File: src/rtl/npra_ram.sv
`timescale 1ns / 1ps

module npra_ram #(
    parameter int DEPTH = 32,
    parameter int WIDTH = 16,
    parameter int AW    = $clog2(DEPTH)
) (
    input  logic             aclk,
    input  logic             we,
    input  logic [AW-1:0]    waddr,
    input  logic [WIDTH-1:0] wdata,
    input  logic [AW-1:0]    raddr,
    output logic [WIDTH-1:0] rdata
);

    logic [WIDTH-1:0] mem [DEPTH];
    logic [WIDTH-1:0] rdata_reg;

    // Write port
    always_ff @(posedge aclk) begin
        if (we) begin
            mem[waddr] <= wdata;
        end
    end

    // Registered read port
    always_ff @(posedge aclk) begin
        rdata_reg <= mem[raddr];
    end

    assign rdata = rdata_reg;

endmodule

File: config.mk
export PLATFORM = sky130hd
export DESIGN_NAME = npra_ram
export DESIGN_NICKNAME = d
export VERILOG_FILES = /design/src/rtl/npra_ram.sv
export SDC_FILE = /design/constraint.sdc
export NUM_CORES = 1
export LEC_CHECK = 0
export BUFFER_PORTS_ARGS = -buffer_cell sky130_fd_sc_hd__buf_2
export CORE_ASPECT_RATIO = 2
export CORE_MARGIN = 2
export CORE_UTILIZATION = 56
export DETAILED_ROUTE_END_ITERATION = 8
export PLACE_DENSITY = 0.72
export SETUP_SLACK_MARGIN = 0.3
export SYNTH_ARGS = -nofsm -noshare
export SYNTH_HDL_FRONTEND = slang
export SYNTH_SLANG_ARGS = --single-unit
File: constraint.sdc
create_clock -name aclk -period 2.98 [get_ports aclk]
set_clock_uncertainty 0.1 [all_clocks]
set_input_delay 0.447 -clock aclk [delete_from_list [all_inputs] [get_ports aclk]]
set_output_delay 0.447 -clock aclk [all_outputs]
set_load 0.02 [all_outputs]
# Word level (Yosys, flattened, before mapping)
# Memory sizes are Yosys's and may differ from the RTL's. A register that Yosys moved wholly into a read port is not among the register bits.
# Cells that the tools add are included.
# word_totals
reg_bits	0
latch_bits	0
ramBits	512
mem_bits_ro	0
out_inout_bits	16
wordCells	3
n_memories	1
# op_classes
add_sub_neg	0
mul	0
n_div	0
magnitude_cmp	0
n_eq_ne	0
shifts	0
muxes	2
n_bitwise	0
n_reduce_logical	0
# mem_list
memory	depth	width	read_ports	rd_clocked_by_memory_dff	write_ports	line_no	source
mem	32	16	1	1	1	16	logic [WIDTH-1:0] mem [DEPTH];
# op_table
cell	n
2-to-1 mux 1 bit	2

# Depth between registers and ports, before layout
# Gate-level depths: netlist of run 1.
# logic_depth
depth_word	2
ltp_mapped	8
ltp_nobuf	5

# Least setup slack after synthesis of run 1
# No wires, ideal clock.
# synth_timing
path_type	input -> register
startpoint	in waddr[1]
endpoint	mem mem[12][0] (enable)
setup_ns	0.388
arrival_time_ns	1.799
t_required_ns	2.492
slack_ns	0.693
cell_stages	3
path_buffers	1
cell_sequence	or3b_2 > clkbuf_1 > nor2_1
# synth_lines
item	line_no	source
from (decl)	10	input logic [AW-1:0] waddr,
to (decl)	16	
# Straight into the memory's write port.

==> metrics.md, run 1 <==
| Metric | Value |
|---|---|
| CTS tree | yes |
| WL per Instance | 25.0 um |
| Final Cycle Share | 65.6% |
| Final setup vio count | 0 |
| CTS buffer count | 41 |
| P&R area growth vs syn | 11.0% |
| Syn nets | 1171 |
| Crit end category | flip-flop |
| Die width | 139 um |
| Design Area, Final | 0.0228 mm^2 |
| Vias per inst | 6.16 |
| Max FFs per register | 512 |
| Post-Layout Cell Count | 1722 |
| Routed vias | 10614 |
| ANT nets after route | 0 |
| Met3 WL | 2.07 mm |
| WL met2 | 24.1 mm |
| Max_slew headroom | 47.9% |
| Hold_buf cts | 0 |
| Core area | 0.0363 mm^2 |
| Crit path launch type | input pin |
| Commonest non-fill, non-tap cell in the layout | edfxtp_1 |
| Power density over the cells | 636 mW/mm^2 |
| Largest net degree at the start of global routing | 65 |
| Syn Area/Cell | 18.0 um^2 |
| Total iterations of the first detailed-routing run | 5 |
| Sequential share of the synthesized area | 76.4% |
| Filler Cells Inserted | 2469 |
| Setup bufs post-CTS | 0 |
| Initial antenna violation count | 2 |
| Hold WC Path Type | in2reg |
| Max Used Layer | met4 |
| Worst-path fanout max | 17 |
| Synthesized cell area | 0.0205 mm^2 |
| Starting Density | 56.6% |
| Total wire length | 43.1 mm |
| Post-Route M1 WL | 15.5 mm |
| Fraction of layout cells with a size suffix above 1 | 14.5% |
| Final Max Slew Viols | 0 |
| Placed Instances | 1650 |
| GRT Util Overall | 22.5% |
| Resized cells post-CTS | 0 |
| Std-Cell Rows | 99 |
| RSZ-0062 raised after global routing | no |
| CTS sink cnt | 528 |
| Clock root buffer | clkbuf_16 |
| Setup_tns | 0 ps |
| Worst Path Required | 3250 ps |
| Vias in the first global route | 10744 |
| DRC errors left | 0 |
| Number of antenna cells inserted | 0 |
| Critical path start-end classification | in2reg |
| Leakage | 8.06 nW |
| Synth Instances | 1143 |
| Least-Margin Pin Slew | 781 ps |
| Overflow after GRT | 0 |
| Placed Area | 0.0215 mm^2 |
| DPL Wire Length | 28.1 mm |
| Yosys warns | 0 |
| Hold Violations, Final | 0 |
| Max-Cap Viols | 0 |
| Most frequent cells in the layout | edfxtp_1 (512), mux2i_1 (256), buf_4 (68) |
| Die height | 275 um |
| Max Freq | 512 MHz |
| Drt first-iter violations | 965 |
| Io pins | 44 |
| Reg clk slew, reported paths | 70 ps |
| Worst-skew pair later-pin latency | 540 ps |
| Worst path arrival time | 2230 ps |
| Fin crit period | 1950 ps |
| CTS HTree Levels | 2 |
| Flop2flop setup slack | 1440 ps |
| Gpl congestion | 0.814 |
| Full die area | 0.0383 mm^2 |
| Post-synth cell types | 26 |
| PortBufs | 43 |
| Number of synthesized register bits | 528 |
| Nets | 1267 |
| VDD IR max | 0.454 mV |
| First-pass GRT wire length | 64.2 mm |
| Status | finished, final reports clean |
| Max clock buf depth | 3 |
-- layer usage --
layer,vias up,global-route usage (%)
met3,80,2.35
li1,4734,-
met4,0,8.13
met2,360,42.8
met5,-,0
met1,5440,26.2
-- worst max-delay path, cell delays in order --
cell	delay [ps]
buf_2	140
nor2_4	510
buf_4	350
a22o_1	170
nor3_1	50
a31oi_1	310
nand3_1	240
-- layout make-up --
class | instances | area (um^2) | area share (%)
Sequential cell | 528 | 15700 | 68.8
Multi-Input combinational cell | 548 | 4320 | 18.9
Clock buffer | 51 | 1070 | 4.71
Timing Repair Buffer | 120 | 916 | 4.02
Tap cell | 454 | 568 | 2.49
Clock inverter | 21 | 233 | 1.02
-- power breakdown --
part           switching [mW]  internal [mW]
registers              0.0457           8.25
logic                   0.527          0.276
clock network            2.40           3.00
total                    2.97           11.5
-- synthesized netlist by cell type, drive strengths merged --
master  count  area share, %
a22oi      64            2.3
a22o       32            1.4
or2         1          0.030
nor3       16           0.39
nand3      34           0.83
buf        55            2.4
nor2b       2          0.061
mux2i     256             12
nor2       34           0.66
nand2b      2          0.061
and2        1          0.030
or3         1          0.030
edfxtp    512             75
a21oi      32           0.78
dfxtp      16            1.6
nand2      33           0.60
clkbuf     12           0.22
a31oi      16           0.49
nand3b      5           0.18
nand4      16           0.49
or3b        3           0.13
-- logic make-up after synthesis --
logic type             Yosys count  synth area share (%)
flip-flops                     528                  76.4
multiplexers                   256                  12.5
AND/OR/NAND/NOR                148                  3.49
AO/OA/AOI/OAI                  144                  4.97
buffers and inverters           67                  2.63
-- metrics by stage --
stage / util [%] / hold slack [ps] / power (mW) / setup WS, ps
final: 62.8 / 217 / 14.5 / 1030
after global routing: 62.8 / 217 / 14.9 / 962
after CTS: 62.8 / 192 / 14.6 / 1080
after detailed placement: 59.2 / 516 / 9.26 / 513
after global placement: 59.2 / 485 / 9.24 / 522
after floorplan: - / 446 / 8.94 / 693
-- path summary, 6_finish.rpt --
| check | start | end | cells after the start |
|---|---|---|---|
| min | raddr[3] | rdata[2]$_DFF_P_ | 3 |
| max reg2reg | mem[3][14]$_DFFE_PP_ | rdata[14]$_DFF_P_ | 5 |
| max | raddr[1] | rdata[14]$_DFF_P_ | 7 |
| min reg2reg | mem[17][1]$_DFFE_PP_ | rdata[1]$_DFF_P_ | 4 |
Power figures use the tool's default switching activity.
==> inputs of run 2 (changes only) <==
==> constraint.sdc (replaced) <==
create_clock -name aclk -period 1.8 [get_ports aclk]
set_clock_uncertainty 0.1 [all_clocks]
set_input_delay 0.27 -clock aclk [delete_from_list [all_inputs] [get_ports aclk]]
set_output_delay 0.27 -clock aclk [all_outputs]
set_load 0.02 [all_outputs]
==> run 2 against run 1 <==
Worst setup slack got worse by 700 ps; wire length is 4.6% higher; sequential share of layout area shrank 3.2 points; clock power grew 85%; total power rose by 74%; combinational power increased by 86%; die area did not move.
==> metrics.md, run 2 (synthesis results as in run 1) <==
| Metric | Value |
|---|---|
| Status | finished, final reports clean |
| CTS tree | yes |
| Leakage | 8.39 nW (+4.1%) |
| Fin crit period | 1470 ps |
| Max_slew headroom | 54.7% (+6.8 points) |
| Crit end category | output port |
| Worst-skew pair later-pin latency | 550 ps (about the same) |
| First-pass GRT wire length | 67.0 mm (+4.3%) |
| Worst Path Buf+Inv | 1 (-1) |
| GRT Util Overall | 23.7% (+1.3 points) |
| Std-Cell Rows | 99 (unchanged) |
| Overflow after GRT | 0 (unchanged) |
| Max-Cap Viols | 0 (unchanged) |
| Final WS setup | 327 ps (-700 ps) |
| DRC errors left | 0 (unchanged) |
| Dpl ws | -208 ps (-720 ps) |
| Least-Margin Pin Slew | 679 ps (-103 ps) |
| Reg clk slew, reported paths | 70 ps (about the same) |
| Hold WC Path Type | in2reg |
| Worst Path Required | 1430 ps (-1820 ps) |
| WL per Instance | 25.8 um (+3.0%) |
| ANT nets after route | 0 (unchanged) |
| Slowest CP cell | dfxtp_4 |
| Core area | 0.0363 mm^2 (unchanged) |
| Starting Density | 56.6% (unchanged) |
| Crit path max-delay family | flip-flops |
| Routed vias | 10648 (+0.32%) |
| Filler Cells Inserted | 2409 (-2.4%) |
| Die width | 139 um (unchanged) |
| CTS sink cnt | 528 (unchanged) |
| Number of antenna cells inserted | 0 (unchanged) |
| Clock root buffer | clkbuf_16 |
| Max Freq | 679 MHz |
| Vias per inst | 6.09 (-1.2%) |
| VDD IR max | 0.913 mV (+100%) |
| Final setup vio count | 0 (unchanged) |
| DPL Wire Length | 29.5 mm (+5.1%) |
| Placed Area | 0.0223 mm^2 (+3.9%) |
| Fraction of layout cells with a size suffix above 1 | 19.8% (+5.3 points) |
| Total iterations of the first detailed-routing run | 5 (unchanged) |
| Total wire length | 45.1 mm (+4.6%) |
| Hold_buf cts | 0 (unchanged) |
| Most frequent cells in the layout | edfxtp_1 (512), mux2i_1 (256), a22oi_1 (64) |
| Max clock buf depth | 3 (unchanged) |
| Final Cycle Share | 81.8% |
| Design Area, Final | 0.0239 mm^2 (+4.9%) |
| Io pins | 44 (unchanged) |
| RSZ-0062 raised after global routing | yes |
| Full die area | 0.0383 mm^2 (unchanged) |
| Drt first-iter violations | 887 (-8.1%) |
| Critical path start-end classification | reg2out |
| Worst-path fanout max | 1 (-16) |
| Nets | 1289 (+1.7%) |
| CTS HTree Levels | 2 (unchanged) |
| Crit-path cells | buf_4 |
| Worst path arrival time | 1100 ps (-1130 ps) |
| Final Max Slew Viols | 0 (unchanged) |
| Largest net degree at the start of global routing | 35 (-46%) |
| Power density over the cells | 1060 mW/mm^2 (+66%) |
| Die height | 275 um (unchanged) |
| PortBufs | 43 (unchanged) |
| Vias in the first global route | 11013 (+2.5%) |
| Crit path launch type | flip-flop |
| Largest stage delay, worst path | 400 ps (-110 ps) |
| Initial antenna violation count | 1 (-1) |
| Commonest non-fill, non-tap cell in the layout | edfxtp_1 |
| Hold Violations, Final | 0 (unchanged) |
| Flop2flop setup slack | 360 ps (-1080 ps) |
| Gpl congestion | 0.809 (-0.68%) |
| CTS buffer count | 42 (+2.4%) |
| Max FFs per register | 512 (unchanged) |
| P&R area growth vs syn | 16.4% |
==> run 2: final timing paths <==
path                            cells after the start                 start             endpoint
worst max-delay path                                1      rdata[8]$_DFF_P_             rdata[8]
worst min-delay path                                1              wdata[8]  mem[1][8]$_DFFE_PP_
worst max register to register                      5   mem[1][7]$_DFFE_PP_     rdata[7]$_DFF_P_
worst min register to register                      4  mem[16][8]$_DFFE_PP_     rdata[8]$_DFF_P_
==> run 2: stage by stage <==
stage               util [%]  TNS [ps]  hold slack (ps)  cells  power, mW
global placement        61.5      -624              486   1669       15.4
global route            65.9         0              139   1749       25.9
finish                  65.9         0              134   1749       25.3
CTS                     65.8         0             99.2   1747       25.4
detailed placement      61.5     -1050              496   1669       15.5
floorplan                  -         0              269   1143       14.8
==> run 2: routing by layer <==
layer | wire length [um] | track usage, % | vias to the layer above
met5 | 0 | 0 | -
met4 | 2080 | 11.0 | 0
met3 | 2190 | 2.82 | 119
met2 | 24900 | 44.5 | 394
met1 | 15900 | 27.0 | 5337
li1 | - | - | 4798
==> run 2: where the power goes <==
| part | switching, mW | total [mW] | leakage [nW] | internal [mW] |
|---|---|---|---|---|
| clock network | 4.11 | 10.0 | 0.743 | 5.93 |
| logic | 0.933 | 1.49 | 2.89 | 0.560 |
| registers | 0.0698 | 13.7 | 4.75 | 13.7 |
| total | 5.11 | 25.3 | 8.39 | 20.1 |
==> run 2: area by class of cell <==
class                   instances  area, um^2  share of cell area (%)
flip-flops and latches        528       15700                    65.7
multi-input cells             548        4530                    18.9
repair buffers                141        1580                    6.60
clock buffers                  53        1170                    4.88
well taps                     454         568                    2.38
clock inverters                25         369                    1.54
==> run 2: what timing repair did <==
item	CTS	global route
endpoints found under the setup margin	6	6
setup buffers	0	2
resized for setup	8	5
pin swaps	0	2
==> inputs of run 3 (changes only) <==
--- a/config.mk
+++ b/config.mk
@@ -10,7 +10,7 @@
 export CORE_MARGIN = 2
 export CORE_UTILIZATION = 56
 export DETAILED_ROUTE_END_ITERATION = 8
-export PLACE_DENSITY = 0.72
+export PLACE_DENSITY = 0.75
 export SETUP_SLACK_MARGIN = 0.3
 export SYNTH_ARGS = -nofsm -noshare
 export SYNTH_HDL_FRONTEND = slang
==> constraint.sdc (replaced) <==
create_clock -name aclk -period 1.2 [get_ports aclk]
set_clock_uncertainty 0.1 [all_clocks]
set_input_delay 0.18 -clock aclk [delete_from_list [all_inputs] [get_ports aclk]]
set_output_delay 0.18 -clock aclk [all_outputs]
set_load 0.02 [all_outputs]
==> run 3 against run 2 <==
The run now ends with setup timing left; worst setup slack lost 620 ps; first-iteration DRC count grew 19%; via count grew 7.1%; clock power grew 50%; core utilization grew 4.0 points; register-to-register slack lost 650 ps; clock-buffer cell count shrank 3; critical path depth grew 4; sequential share of layout area shrank 3.7 points; global-route usage grew 1.9 points; critical path type is now reg2reg; largest cell class unchanged; highest routed layer unchanged.
==> metrics.md, run 3 (synthesis results as in run 1) <==
| Metric | Value |
|---|---|
| Status | finished, violations left |
| Failing checks | setup timing |
| WL per Instance | 27.9 um (+8.3%) |
| Max-Cap Viols | 0 (unchanged) |
| Starting Density | 56.6% (unchanged) |
| Total wire length | 50.7 mm (+12%) |
| Fraction of layout cells with a size suffix above 1 | 24.7% (+4.9 points) |
| Largest net degree at the start of global routing | 33 (-5.7%) |
| Die height | 275 um (unchanged) |
| Vias per inst | 6.28 (+3.1%) |
| Worst Path Required | 1470 ps (+40 ps) |
| Worst path arrival time | 1770 ps (+670 ps) |
| Largest stage delay, worst path | 380 ps (-20 ps) |
| Filler Cells Inserted | 2127 (-12%) |
| Io pins | 44 (unchanged) |
| Core area | 0.0363 mm^2 (unchanged) |
| Crit-path cells | mux2i_1, a22o_1, nor3_2, a31oi_1, nand3_1 |
| Reg clk slew, reported paths | 70 ps (about the same) |
| Worst-skew pair later-pin latency | 550 ps (about the same) |
| RSZ-0062 raised after global routing | yes |
| Full die area | 0.0383 mm^2 (unchanged) |
| Clock root buffer | clkbuf_16 |
| Post-Layout Cell Count | 1816 (+3.8%) |
| Least-Margin Pin Slew | 663 ps (-15.6 ps) |
| PortBufs | 43 (unchanged) |
| CTS sink cnt | 528 (unchanged) |
| Hold WC Path Type | in2reg |
| VDD IR max | 1.55 mV (+70%) |
| Final core occ | 69.8% (+4.0 points) |
| Routed vias | 11401 (+7.1%) |
| Power density over the cells | 1510 mW/mm^2 (+43%) |
| Gpl congestion | 0.822 (+1.6%) |
| First-pass GRT wire length | 72.2 mm (+7.7%) |
| P&R area growth vs syn | 23.4% |
| Critical path start-end classification | reg2reg |
| Std-Cell Rows | 99 (unchanged) |
| Final setup vio count | 32 (+32) |
| Total iterations of the first detailed-routing run | 7 (+2) |
| Max_slew headroom | 55.8% (+1.0 points) |
| Die width | 139 um (unchanged) |
| Overflow after GRT | 0 (unchanged) |
| DRC errors left | 0 (unchanged) |
| Worst-path fanout max | 1 (unchanged) |
| Fin crit period | 1490 ps |
| Crit end category | flip-flop |
| Number of antenna cells inserted | 0 (unchanged) |
| Max clock buf depth | 3 (unchanged) |
| Commonest non-fill, non-tap cell in the layout | edfxtp_1 |
| Vias in the first global route | 11681 (+6.1%) |
| Nets | 1360 (+5.5%) |
| Placed Instances | 1703 (+2.0%) |
| Most frequent cells in the layout | edfxtp_1 (512), mux2i_1 (254), buf_12 (79) |
| CTS buffer count | 41 (-2.4%) |
| CTS tree | yes |
| Leakage | 8.99 nW (+7.3%) |
| Max FFs per register | 512 (unchanged) |
| Final WS setup | -295 ps (-621 ps) |
| DPL Wire Length | 30.1 mm (+1.8%) |
| Hold Violations, Final | 0 (unchanged) |
| Crit path launch type | flip-flop |
| ANT nets after route | 0 (unchanged) |
| Final Cycle Share | 125% |
| Drt first-iter violations | 1053 (+19%) |
| Initial antenna violation count | 0 (-1) |
| CTS HTree Levels | 2 (unchanged) |
| Slowest CP cell | edfxtp_1 |
| Final Max Slew Viols | 0 (unchanged) |
| GRT Util Overall | 25.7% (+1.9 points) |
| Max Freq | 669 MHz |
run 3: worst max-delay path: cells and delay by family (launching register included):
kind               cells  cell delay [ps]
AOI/OAI and AO/OA      2              400
DFF                    1              380
and+or+nand+nor        2              270
muxes                  1              150
run 3: final timing paths:
path	start	to	slack, ps	cells after the start
worst min-delay path	wdata[4]	mem[30][4]$_DFFE_PP_	40	1
worst max-delay path	mem[1][2]$_DFFE_PP_	rdata[2]$_DFF_P_	-290	5
worst min register to register	mem[16][4]$_DFFE_PP_	rdata[4]$_DFF_P_	510	4
worst max register to register	mem[1][2]$_DFFE_PP_	rdata[2]$_DFF_P_	-290	5
run 3: cell type report:
type	count	area (um^2)	area share, %
flip-flops and latches	528	15700	62.0
multi-input cells	548	4630	18.3
repair buffers	213	2930	11.6
clock buffers	50	1140	4.51
well taps	454	568	2.24
clock inverters	23	353	1.39
run 3: metal layers:
layer,up-vias,GRT usage [%],share of wire (%)
met5,-,0,0
met4,0,11.4,4.6
met3,124,3.03,5.7
met2,524,49.4,57
met1,5816,28.1,33
li1,4937,-,-
run 3: what timing repair did:
item / 4_1_cts / 5_1_grt
buffers inserted: 16 / 6
endpoints found under the setup margin: 528 / 471
gates resized for setup: 94 / 28
gates cloned: 6 / 4
hold buffers: 8 / 0
pin swaps: 28 / 31
hold endpoints to repair: 256 / 0
run 3: metrics by stage:
| stage | instance area [um^2] | TNS, ps | hold slack, ps | power [mW] | worst slack (ps) |
|---|---|---|---|---|---|
| after floorplan | 20800 | -156610 | 179 | 22.3 | -470 |
| final | 25300 | -4380 | 38.4 | 38.3 | -295 |
| after CTS | 25100 | -4230 | 34.2 | 38.3 | -276 |
| after detailed placement | 22800 | -176320 | 492 | 23.4 | -625 |
| after global routing | 25300 | -5530 | 46.7 | 39.3 | -326 |
| after global placement | 22800 | -167850 | 478 | 23.3 | -569 |
run 3: where the power goes:
part | total (mW) | internal, mW | switching, mW
registers | 20.6 | 20.5 | 0.126
logic | 2.73 | 1.18 | 1.55
clock network | 15.0 | 8.74 | 6.23
