### src/rtl/npra_pkg.sv
`timescale 1ns / 1ps

package npra_pkg;

    // Table geometry
    localparam int MAX_POINTS    = 64;
    localparam int MAX_ROW_WORDS = 32;
    localparam int MAX_KEYS      = 4;

    // Field widths
    localparam int ELEM_W   = 16;
    localparam int SLOT_W   = 6;
    localparam int PCOUNT_W = 7;

    // Configuration register widths
    localparam int KDIM_W = 3;
    localparam int RWRD_W = 6;
    localparam int THR_W  = 32;
    localparam int CFG_W  = 32;
    localparam int CIDX_W = 2;

    // Derived widths
    localparam int ROW_W   = $clog2(MAX_POINTS);
    localparam int CNT_W   = $clog2(MAX_POINTS + 1);
    localparam int WORD_W  = $clog2(MAX_ROW_WORDS);
    localparam int WCNT_W  = $clog2(MAX_ROW_WORDS + 1);
    localparam int KEY_W   = $clog2(MAX_KEYS);
    localparam int TBL_D   = MAX_POINTS * MAX_ROW_WORDS;
    localparam int TBL_AW  = $clog2(TBL_D);
    localparam int SQ_W    = 2 * ELEM_W;
    localparam int DIST_W  = SQ_W + KEY_W;

    // Rows at this squared distance or beyond are never chosen (100.0^2 in Q16.16)
    localparam logic [DIST_W-1:0] FAR_LIMIT_SQ = DIST_W'(64'd10000 << 16);

    // Configuration register indexes
    localparam logic [CIDX_W-1:0] REG_KEY_DIMS  = 2'd0;
    localparam logic [CIDX_W-1:0] REG_ROW_WORDS = 2'd1;
    localparam logic [CIDX_W-1:0] REG_NEAR_THR  = 2'd2;

    // Sequencer states
    typedef enum logic [2:0] {
        ST_LOAD,
        ST_SCAN,
        ST_DRAIN,
        ST_DECIDE,
        ST_COPY,
        ST_COPY_TAIL,
        ST_FINISH
    } state_t;

    // Tag that travels with each table word through the distance unit
    typedef struct packed {
        logic             first;
        logic             last;
        logic [ROW_W-1:0] row;
    } dist_tag_t;

endpackage

### src/rtl/npra_dist_unit.sv
`timescale 1ns / 1ps

module npra_dist_unit (
    input  logic                                   aclk,
    input  logic                                   aresetn,
    input  logic                                   in_valid,
    input  npra_pkg::dist_tag_t                    in_tag,
    input  logic signed [npra_pkg::ELEM_W-1:0]     key_word,
    input  logic signed [npra_pkg::ELEM_W-1:0]     row_word,
    output logic                                   out_valid,
    output logic [npra_pkg::ROW_W-1:0]             out_row,
    output logic [npra_pkg::DIST_W-1:0]            out_dist
);

    logic signed [npra_pkg::ELEM_W:0]    diff;
    logic [npra_pkg::ELEM_W:0]           diff_abs;
    logic [npra_pkg::ELEM_W-1:0]         mag;

    logic                                sq_v_reg;
    npra_pkg::dist_tag_t                 sq_tag_reg;
    logic [npra_pkg::SQ_W-1:0]           sq_reg;

    logic                                acc_v_reg;
    logic [npra_pkg::ROW_W-1:0]          acc_row_reg;
    logic [npra_pkg::DIST_W-1:0]         acc_reg;
    logic [npra_pkg::DIST_W-1:0]         acc_next;

    // Difference and magnitude of one key word
    always_comb begin
        diff     = {key_word[npra_pkg::ELEM_W-1], key_word}
                 - {row_word[npra_pkg::ELEM_W-1], row_word};
        diff_abs = diff[npra_pkg::ELEM_W] ? 17'(-diff) : 17'(diff);
        mag      = diff_abs[npra_pkg::ELEM_W-1:0];
    end

    // Square stage
    always_ff @(posedge aclk) begin
        if (!aresetn) begin
            sq_v_reg <= 1'b0;
        end else begin
            sq_v_reg <= in_valid;
        end
    end

    always_ff @(posedge aclk) begin
        sq_tag_reg <= in_tag;
        sq_reg     <= mag * mag;
    end

    // Accumulate over the key words of one row
    assign acc_next = (sq_tag_reg.first ? '0 : acc_reg)
                    + npra_pkg::DIST_W'(sq_reg);

    always_ff @(posedge aclk) begin
        if (!aresetn) begin
            acc_v_reg <= 1'b0;
        end else begin
            acc_v_reg <= sq_v_reg && sq_tag_reg.last;
        end
    end

    always_ff @(posedge aclk) begin
        if (sq_v_reg) begin
            acc_reg     <= acc_next;
            acc_row_reg <= sq_tag_reg.row;
        end
    end

    assign out_valid = acc_v_reg;
    assign out_row   = acc_row_reg;
    assign out_dist  = acc_reg;

endmodule

### config.mk
export PLATFORM = sky130hd
export DESIGN_NAME = npra_dist_unit
export DESIGN_NICKNAME = d
export VERILOG_FILES = /design/src/rtl/npra_pkg.sv /design/src/rtl/npra_dist_unit.sv
export SDC_FILE = /design/constraint.sdc
export NUM_CORES = 1
export LEC_CHECK = 0
export BUFFER_PORTS_ARGS = -buffer_cell sky130_fd_sc_hd__buf_4
export CAP_MARGIN = 0
export CORE_MARGIN = 2
export CORE_UTILIZATION = 46
export DETAILED_ROUTE_END_ITERATION = 8
export GPL_ROUTABILITY_DRIVEN = 0
export GPL_TIMING_DRIVEN = 0
export SLEW_MARGIN = 5
export SYNTH_ARGS = -nofsm -noshare
export SYNTH_HDL_FRONTEND = slang
export SYNTH_SLANG_ARGS = --single-unit
### constraint.sdc
create_clock -name aclk -period 9.6 [get_ports aclk]
set_clock_uncertainty 0.05 [all_clocks]
set_input_delay 0.48 -clock aclk [delete_from_list [all_inputs] [get_ports aclk]]
set_output_delay 0.48 -clock aclk [all_outputs]
set_load 0.01 [all_outputs]
After elaboration in Yosys (flattened, before gate mapping):

Index checks and enable logic that the tools add are counted.

* register bits: 82
* output and inout port bits: 41

* add/subtract/negate cells: 3
* multipliers: 1
* muxes and demuxes: 2
* reduce and logical (&&, ||, !) cells: 1

Operators by type and width (count)
* $add A34 B32 Y34: 1
* $mux W34: 1
* $mul A16 B16 Y32: 1
* $sub A16 B16 Y17: 1
* $mux W16: 1
* $neg A16 Y16: 1
* $logic_and A1 B1 Y1: 1

Longest topological paths before layout:

Gate-level depths: netlist of the first run.

* word-level depth: 4
* depth in mapped cells: 38
* depth with buffers taken out: 37

Worst setup path before layout of the first run:

OpenSTA, ideal clock, no wires.

* path type: input to register
* start point: input key_word[0] (netlist bit)
* end point: register sq_reg[31] (netlist bit)
* arrival time: 8.408 ns
* data required time: 9.478 ns
* setup slack: 1.070 ns
* stages on the path: 33
* cell sequence: inv_1 -> ha_1 -> fa_1 -> nand2b_1 -> a21oi_1 -> o21a_1 -> a31oi_1 -> a21oi_1 -> o21a_2 -> buf_6 -> mux2i_1 -> clkbuf_1 -> nor2_1 -> fa_1 -> inv_1 -> fa_1 -> inv_1 -> fa_1 -> inv_1 -> fa_1 -> fa_1 -> inv_1 -> fa_1 -> ha_1 -> and4_1 -> a21oi_1 -> o21ai_0 -> a31oi_1 -> o21ai_0 -> or2_2 -> a221oi_1 -> xor2_1 -> xnor2_1

* word-level cells in the longest chain between the ends: 4

Ends and longest elaborated chain
* start: declaration: line npra_dist_unit.sv:8 `input logic signed [npra_pkg::ELEM_W-1:0] key_word,`
* $sub A16 B16 Y17 (*): line npra_dist_unit.sv:31 `- {row_word[npra_pkg::ELEM_W-1], row_word};`
* $neg A16 Y16: line npra_dist_unit.sv:32 `diff_abs = diff[npra_pkg::ELEM_W] ? 17'(-diff) : 17'(diff);`
* $mux W16 (*): line npra_dist_unit.sv:32
* $mul A16 B16 Y32 (*): line npra_dist_unit.sv:47 `sq_reg <= mag * mag;`
* end signal: assignment: line npra_dist_unit.sv:47
* end: declaration: line npra_dist_unit.sv:21 `logic [npra_pkg::SQ_W-1:0] sq_reg;`

Mark *: on every way between the ends. The rest lies on a longest branch, timed or not.
A chain may end at the register's enable or synchronous reset.

Worst setup path in the final report of the first run:

Same ends and word-level chain as after synthesis.

==> summary.md, run 1 <==
| Metric | Value |
|---|---|
| # IOs | `84` |
| Max reg flops | `34` |
| Worst hold endpoint | `sq_tag_reg[6]` |
| Register Area | `2023 sq um` |
| IO buf count | `83` |
| Core area | `25,910 sq um` |
| Biggest cell delay along the critical path | `0.55 ns` |
| Ys flop type | `dfxtp_1` |
| WP buf/inv | `7` |
| Max-Cap Viols | `0` |
| Post-layout worst setup margin | `0.5449 ns` |
| Hold Path Cell Cnt | `1` |
| Post-synth ARST share | `0` |
| Slew HR | `0.5472` |
| Layout area overhead | `12.46%` |
| Post-Layout Cell Count | `1,745` |
| Synth cell types | `69` |
| Final setup fails | `0` |
| FF+latch count, synth | `81` |
| FMAX | `0.1104 GHz` |
| Die area | `27,620 sq um` |
| RR Startpoint | `sq_tag_reg[7]` |
| Crit-path max FO | `10` |
| Initial Util | `0.4670` |
| CP max-delay cell | `fa_1` |
| Final hold violations | `0` |
| Fin crit share | `0.9432` |
| DP Cell Count | `1,729` |
| Post-synthesis cell count | `1,310` |
| Post-Synthesis Cell Area | `12,100 sq um` |
| Final net count | `1,758` |
| Hold Path Class | `primary input to flop` |
| Hold path start | `in_tag[6]` |
| Multi-input gate area | `9081 sq um` |
| R2r setup slk | `5.32 ns` |
| Ys Warns | `0` |
| Slew @ Worst Pin | `0.6622 ns` |
| Antenna-violating nets left | `0` |
| 1st-iter DRT viols | `472` |
| Crit path DAT | `9.28 ns` |
| R2r worst-path depth | `13` |
| Mean Syn Cell Area | `9.238 sq um` |
| Outcome | `finished clean` |
| CTS Buf Count | `9` |
| Root Buffer | `clkbuf_16` |
| Initial antenna violation count | `0` |
| Fillers | `2,445` |
| EDFF count, synth | `40` |
| Clock Tree Buf Depth | `2` |
| Crit path max-delay family | `adder cells` |
| Die H | `166.2 um` |
| Vias | `8,751` |
| WL/cell | `14.55 um` |
| Seq/Total Area, Yosys | `0.1671` |
| DRT Wirelength | `25,400 um` |
| CTS tree | `done` |
| WP data required | `9.82 ns` |
| DP HPWL | `21,070 um` |
| Crit-path most repeated cell | `fa_1` |
| Synthesized netlist net count | `1,663` |
| RR Endpoint | `out_dist[33]` |
| Htree depth | `3` |
| Unrepaired setup endpoints after global routing | `false` |
| Final max-slew violation count | `0` |
| Vias in the first global route | `8,853` |
| Most frequent cells in the layout | `inv_1, fa_1, ha_1, nor2_1, buf_4` |
| Startpoint types | `primary input` |
| Tmin final | `9.055 ns` |
| First-pass GRT wire length | `43,500 um` |
| Antenna Diode Count | `0` |
| Critical Path End Type | `flop` |
| Fin util | `0.5252` |
| Total gr overflow | `0` |
| Later-pin clock latency in the skew report | `0.34 ns` |
| CTS sink count | `81` |
| Drt drc | `0` |
| Rows | `59` |
| Chip Width | `166.2 um` |
| Share of cells above drive strength 1 | `0.1234` |
| Drt via density | `5.015` |
| Clock-pin slew on the worst setup and hold paths | `0.07 ns` |
| Largest net degree at the start of global routing | `33` |
| WS Path Type | `primary input to flop` |
| Most common cell after layout, fill and taps aside | `inv_1` |
| Post-place setup slack | `-0.6852 ns` |
| Initial DRT Pass Iterations | `4` |
| GRT Overall Usage | `0.1904` |
## worst max path at each step
stage	start	endpoint	slack [ns]	depth (start not counted)
finish	key_word[0]	sq_reg[31]	0.54	34
global route	key_word[0]	sq_reg[31]	0.04	36
CTS	key_word[0]	sq_reg[31]	0.12	34
detailed placement	key_word[0]	sq_reg[31]	-0.69	34
global placement	key_word[0]	sq_reg[31]	-0.66	34
floorplan	key_word[0]	sq_reg[31]	1.07	33
## Yosys cell counts, types with 10 or more instances
cell / n / share of area
a21o_1: 27 / 0.017
ha_1: 143 / 0.15
inv_2: 13 / 0.0040
fa_1: 167 / 0.28
xnor2_1: 51 / 0.037
a21oi_1: 64 / 0.026
edfxtp_1: 40 / 0.099
nand3_1: 12 / 0.0050
o21a_1: 10 / 0.0062
nand2b_1: 24 / 0.012
o21ai_0: 35 / 0.014
nand2_1: 83 / 0.026
xor2_1: 24 / 0.017
and2_1: 20 / 0.010
inv_1: 252 / 0.078
nor2b_1: 48 / 0.025
dfxtp_1: 41 / 0.068
nor2_1: 101 / 0.031
a211oi_1: 11 / 0.0068
nor3_1: 18 / 0.0074
## kinds of logic after synthesis
kind of cell,after synthesis,share of synthesized area
AOI/OAI and AO/OA,200,0.1083
xor gates and xnor gates,83,0.06503
adders and majority gates,310,0.4241
buffers and inverters,285,0.09140
DFF,81,0.1671
muxes,3,0.002585
and+or+nand+nor,348,0.1415
## final cells by class
class,count,share of cell area
multi-input combinational,944,0.6673
inverter,265,0.07309
tap,335,0.03080
timing repair buffer,84,0.04726
clock buffer,9,0.01655
sequential,81,0.1487
buffer,20,0.008550
clock inverter,7,0.007815
## worst reg2reg max path, delay by kind of cell, from the launching register on
family / cells / cell delay [ns]
adder cells (fa/ha/maj): 1 / 0.35
flip-flops: 1 / 0.60
multiplexers: 1 / 0.33
AND/OR/NAND/NOR: 2 / 0.38
buffers and inverters: 1 / 0.45
AO/OA/AOI/OAI: 8 / 1.88
## per-layer routing
| metal | up-vias | part of all wire | wire length (um) | track usage |
|---|---|---|---|---|
| met5 | - | 0 | 0 | 0 |
| met4 | 0 | 0.020 | 517 | 0.05066 |
| met3 | 33 | 0.043 | 1097 | 0.02264 |
| met2 | 177 | 0.45 | 11340 | 0.3076 |
| met1 | 4150 | 0.49 | 12450 | 0.2725 |
| li1 | 4391 | - | - | - |
## metrics by stage
step	TNS (ns)	cell area (sq um)	hold WS (ns)
after floorplan	0	12100	0.3355
after global placement	-4.148	13140	0.3381
after detailed placement	-4.573	13170	0.3404
after CTS	0	13500	0.1733
after global routing	0	13610	0.1768
final	0	13610	0.1892
## repair_timing
action,CTS,global route
pin swaps,0,0
setup endpoints to repair,7,9
hold buffers,0,0
resized for setup,2,18
setup buffers,0,0
Power of run 1 is left out: the tool's default activity adds up to more than one toggle a clock period on the data nets, which glitch-free logic cannot reach.
==> inputs of run 2 (changes only) <==
--- a/config.mk
+++ b/config.mk
@@ -7,6 +7,7 @@
 export LEC_CHECK = 0
 export BUFFER_PORTS_ARGS = -buffer_cell sky130_fd_sc_hd__buf_4
 export CAP_MARGIN = 0
+export CORE_ASPECT_RATIO = 0.8
 export CORE_MARGIN = 2
 export CORE_UTILIZATION = 46
 export DETAILED_ROUTE_END_ITERATION = 8
==> summary.md, run 2 (synthesis gave the netlist of run 1 again) <==
| Metric | Value |
|---|---|
| Outcome | `finished clean` |
| Share of cells above drive strength 1 | `0.1299` |
| Vias | `8,900` |
| GRT Overall Usage | `0.2026` |
| Multi-input gate area | `9129 sq um` |
| CTS Buf Count | `9` |
| Largest net degree at the start of global routing | `28` |
| GR Util met2 | `0.3265` |
| Initial antenna violation count | `0` |
| Slew HR | `0.5470` |
| Chip Width | `185.3 um` |
| Startpoint types | `primary input` |
| DRT Wirelength | `25,570 um` |
| Register Area | `2023 sq um` |
| FMAX | `0.1103 GHz` |
| Final net count | `1,772` |
| Die H | `149.1 um` |
| Total gr overflow | `0` |
| Die area | `27,630 sq um` |
| Fin crit share | `0.9446` |
| Final hold violations | `0` |
| Post-Layout Cell Count | `1,781` |
| Final max-slew violation count | `0` |
| Initial Util | `0.4644` |
| Clock Tree Buf Depth | `2` |
| Slew @ Worst Pin | `0.6789 ns` |
| WP data required | `9.80 ns` |
| Fillers | `2,472` |
| Core area | `26,060 sq um` |
| First-pass GRT wire length | `44,380 um` |
| Gr busiest metal | `met2` |
| DP Cell Count | `1,751` |
| WS Path Type | `primary input to flop` |
| Max reg flops | `34` |
| Crit-path most repeated cell | `fa_1` |
| Biggest cell delay along the critical path | `0.55 ns` |
| Drt drc | `0` |
| IO buf count | `83` |
| Most frequent cells in the layout | `inv_1, fa_1, ha_1, nor2_1, buf_4` |
| Hold Path Class | `primary input to flop` |
| Grt met3 use | `0.03491` |
| CP max-delay cell | `fa_1` |
| Rows | `53` |
| Global Route met1 Usage | `0.2932` |
| Clock-pin slew on the worst setup and hold paths | `0.06 ns` |
| Drt via density | `4.997` |
| CTS tree | `done` |
| Final setup fails | `0` |
| DP HPWL | `21,120 um` |
| Crit-path max FO | `10` |
| WL/cell | `14.35 um` |
| Antenna Diode Count | `0` |
| Root Buffer | `clkbuf_16` |
| Tmin final | `9.068 ns` |
| CTS sink count | `81` |
| Antenna-violating nets left | `0` |
| Critical Path End Type | `flop` |
| Layout area overhead | `13.51%` |
| Vias in the first global route | `9,136` |
| 1st-iter DRT viols | `387` |
| Max-Cap Viols | `0` |
| Crit path DAT | `9.27 ns` |
| # IOs | `84` |
| Most common cell after layout, fill and taps aside | `inv_1` |
| Later-pin clock latency in the skew report | `0.34 ns` |
| Initial DRT Pass Iterations | `5` |
| Htree depth | `3` |
run 2: cell types whose count changed in the layout (fill, tap and decap cells not counted), sizes merged:
cell / before / now
bufinv: 2 / 0
inv: 269 / 265
clkbuf: 18 / 23
clkinv: 1 / 3
buf: 95 / 108
run 2: final cells by class:
cell class | instances | area share
Clock inverter | 3 | 0.001093
Timing Repair Buffer | 98 | 0.05447
Multi-Input combinational cell | 944 | 0.6645
Sequential cell | 81 | 0.1473
Tap cell | 357 | 0.03252
Buffer | 20 | 0.008653
Clock buffer | 13 | 0.01904
Inverter | 265 | 0.07241
run 2: timing repair:
item | 4_1_cts | 5_1_grt
pin swaps | 0 | 3
endpoints found under the setup margin | 9 | 12
hold buffers | 0 | 0
resized for setup | 4 | 22
buffers inserted | 0 | 14
run 2: stage by stage:
stage | setup slack [ns] | hold WS [ns] | setup TNS, ns | util | area, sq um
floorplan | 1.070 | 0.3355 | 0 | - | 12100
global placement | -0.8710 | 0.3354 | -6.184 | 0.5054 | 13170
detailed placement | -0.8713 | 0.3387 | -6.046 | 0.5062 | 13190
CTS | 0.009827 | 0.1738 | 0 | 0.5178 | 13500
global route | -0.001975 | 0.1656 | -0.001975 | 0.5271 | 13740
finish | 0.5319 | 0.1887 | 0 | 0.5271 | 13740
run 2: worst paths after layout:
| check | cells after the start | endpoint | startpoint | slack [ns] |
|---|---|---|---|---|
| setup / recovery | 32 | sq_reg[31] | key_word[0] | 0.53 |
| hold / removal | 1 | sq_tag_reg[5] | in_tag[5] | 0.19 |
| setup reg to reg | 13 | out_dist[33] | sq_tag_reg[7] | 5.25 |
| hold reg to reg | 0 | out_row[4] | sq_tag_reg[4] | 0.35 |
run 2: metal layers:
layer	share of wire	routed length, um	up-vias
met5	0	0	-
met4	0.011	274	0
met3	0.034	862	23
met2	0.46	11740	132
met1	0.50	12690	4319
li1	-	-	4426
run 2: worst max-delay path: cells and delay by family:
| family | cells | cell delay (ns) |
|---|---|---|
| AOI/OAI and AO/OA | 6 | 1.45 |
| buffers and inverters | 5 | 0.43 |
| and+or+nand+nor | 9 | 1.95 |
| xor gates and xnor gates | 3 | 0.76 |
| adders and majority gates | 9 | 4.16 |
Power of run 2 is left out for the same reason.
==> inputs of run 3 (changes only) <==
--- a/config.mk
+++ b/config.mk
@@ -13,6 +13,7 @@
 export DETAILED_ROUTE_END_ITERATION = 8
 export GPL_ROUTABILITY_DRIVEN = 0
 export GPL_TIMING_DRIVEN = 0
+export PLACE_DENSITY = 0.61
 export SLEW_MARGIN = 5
 export SYNTH_ARGS = -nofsm -noshare
 export SYNTH_HDL_FRONTEND = slang
==> summary.md, run 3 (synthesis gave the netlist of run 1 again) <==
| Metric | Value |
|---|---|
| Area after DPL | `13,200 sq um` |
| CTS sink count | `81` |
| Crit-path most repeated cell | `fa_1` |
| Later-pin clock latency in the skew report | `0.34 ns` |
| Clock Tree Buf Depth | `2` |
| 1st-iter DRT viols | `385` |
| Final max-slew violation count | `0` |
| Initial DRT Pass Iterations | `5` |
| Post-Layout Inst Area | `13,790 sq um` |
| Routed length on met2 | `12,250 um` |
| DP HPWL | `21,320 um` |
| Hold Path Cell Cnt | `1` |
| Highest metal used | `met4` |
| Htree depth | `3` |
| Drt via density | `5.039` |
| Vias in the first global route | `9,313` |
| WP data required | `9.81 ns` |
| Final hold violations | `0` |
| Tmin final | `8.952 ns` |
| Crit-path max FO | `10` |
| Unrepaired setup endpoints after global routing | `false` |
| Clock-pin slew on the worst setup and hold paths | `0.06 ns` |
| FMAX | `0.1117 GHz` |
| Post-Layout Cell Count | `1,786` |
| Vias | `9,000` |
| Largest net degree at the start of global routing | `24` |
| Routed wl met3 | `1000 um` |
| Post-layout worst setup margin | `0.6481 ns` |
| IO buf count | `83` |
| Fin crit share | `0.9325` |
| Die area | `27,630 sq um` |
| Share of cells above drive strength 1 | `0.1337` |
| Slew HR | `0.5838` |
| Layout area overhead | `13.94%` |
| Most common cell after layout, fill and taps aside | `inv_1` |
| Initial antenna violation count | `0` |
| First-pass GRT wire length | `44,650 um` |
| Biggest cell delay along the critical path | `0.54 ns` |
| Root Buffer | `clkbuf_16` |
| Startpoint types | `primary input` |
| Initial Util | `0.4644` |
| Antenna Diode Count | `0` |
| GRT Overall Usage | `0.2038` |
| Chip Width | `185.3 um` |
| Outcome | `finished clean` |
| Critical Path End Type | `flop` |
| DP Cell Count | `1,751` |
| DRT met1 WL | `12,030 um` |
| Antenna-violating nets left | `0` |
| Hold Path Class | `primary input to flop` |
| CP max-delay cell | `fa_1` |
| Crit path DAT | `9.16 ns` |
| WS Path Type | `primary input to flop` |
| CTS tree | `done` |
| Fin Setup TNS | `0 ns` |
| Max-Cap Viols | `0` |
| DRT Wirelength | `25,540 um` |
| Die H | `149.1 um` |
| Drt drc | `0` |
| WL/cell | `14.30 um` |
| Final setup fails | `0` |
| Total gr overflow | `0` |
| Most frequent cells in the layout | `inv_1, fa_1, ha_1, buf_4, nor2_1` |
| Fillers | `2,433` |
| R2r worst-path depth | `13` |
| CTS Hold Bufs | `0` |
| # IOs | `84` |
| Post-place setup slack | `-0.9462 ns` |
| Max reg flops | `34` |
| CTS Buf Count | `9` |
| Rows | `53` |
| Slew @ Worst Pin | `0.6085 ns` |
| Core area | `26,060 sq um` |
| Final net count | `1,777` |
==> run 3: cell types whose count changed in the layout (fill, tap and decap cells not counted), sizes merged <==
cell,before,now
clkinv,3,4
buf,108,112
==> run 3: critical path, delay by kind of cell <==
| kind | cells | cell delay [ns] |
|---|---|---|
| adders and majority gates | 9 | 3.96 |
| AOI/OAI and AO/OA | 11 | 2.27 |
| and+or+nand+nor | 4 | 0.94 |
| buffers and inverters | 8 | 0.83 |
| xor gates and xnor gates | 3 | 0.65 |
==> run 3: per-stage QoR <==
stage / util / hold WS (ns)
floorplan: - / 0.3355
global placement: 0.5054 / 0.3358
detailed placement: 0.5065 / 0.3404
CTS: 0.5171 / 0.1692
global route: 0.5291 / 0.1664
finish: 0.5291 / 0.1848
==> run 3: path summary, 6_finish.rpt <==
kind / startpoint / end / slack (ns)
setup reg to reg: sq_tag_reg[7] / out_dist[33] / 5.25
hold reg to reg: sq_tag_reg[0] / out_row[0] / 0.35
hold / removal: in_tag[4] / sq_tag_reg[4] / 0.18
setup / recovery: key_word[0] / sq_reg[31] / 0.65
==> run 3: cell type report <==
cell class	instances	area, sq um	share of cell area
Sequential cell	81	2023	0.1467
Clock inverter	4	20.02	0.001452
Tap cell	357	446.7	0.03240
Inverter	265	994.7	0.07214
Buffer	20	121.4	0.008802
Timing Repair Buffer	103	793.3	0.05753
Clock buffer	12	236.5	0.01715
Multi-Input combinational cell	944	9153	0.6638
==> run 3: routing by layer <==
metal,track usage,up-vias
met5,0,-
met4,0.03373,0
met3,0.03394,17
met2,0.3410,144
met1,0.2827,4410
li1,-,4429
==> run 3: timing repair <==
action                                  CTS  global route
gates cloned                              0             0
pin swaps                                 0             3
buffers inserted                          0            19
endpoints found under the setup margin   10            12
resized for setup                         4            26
Power of run 3 is left out for the same reason.
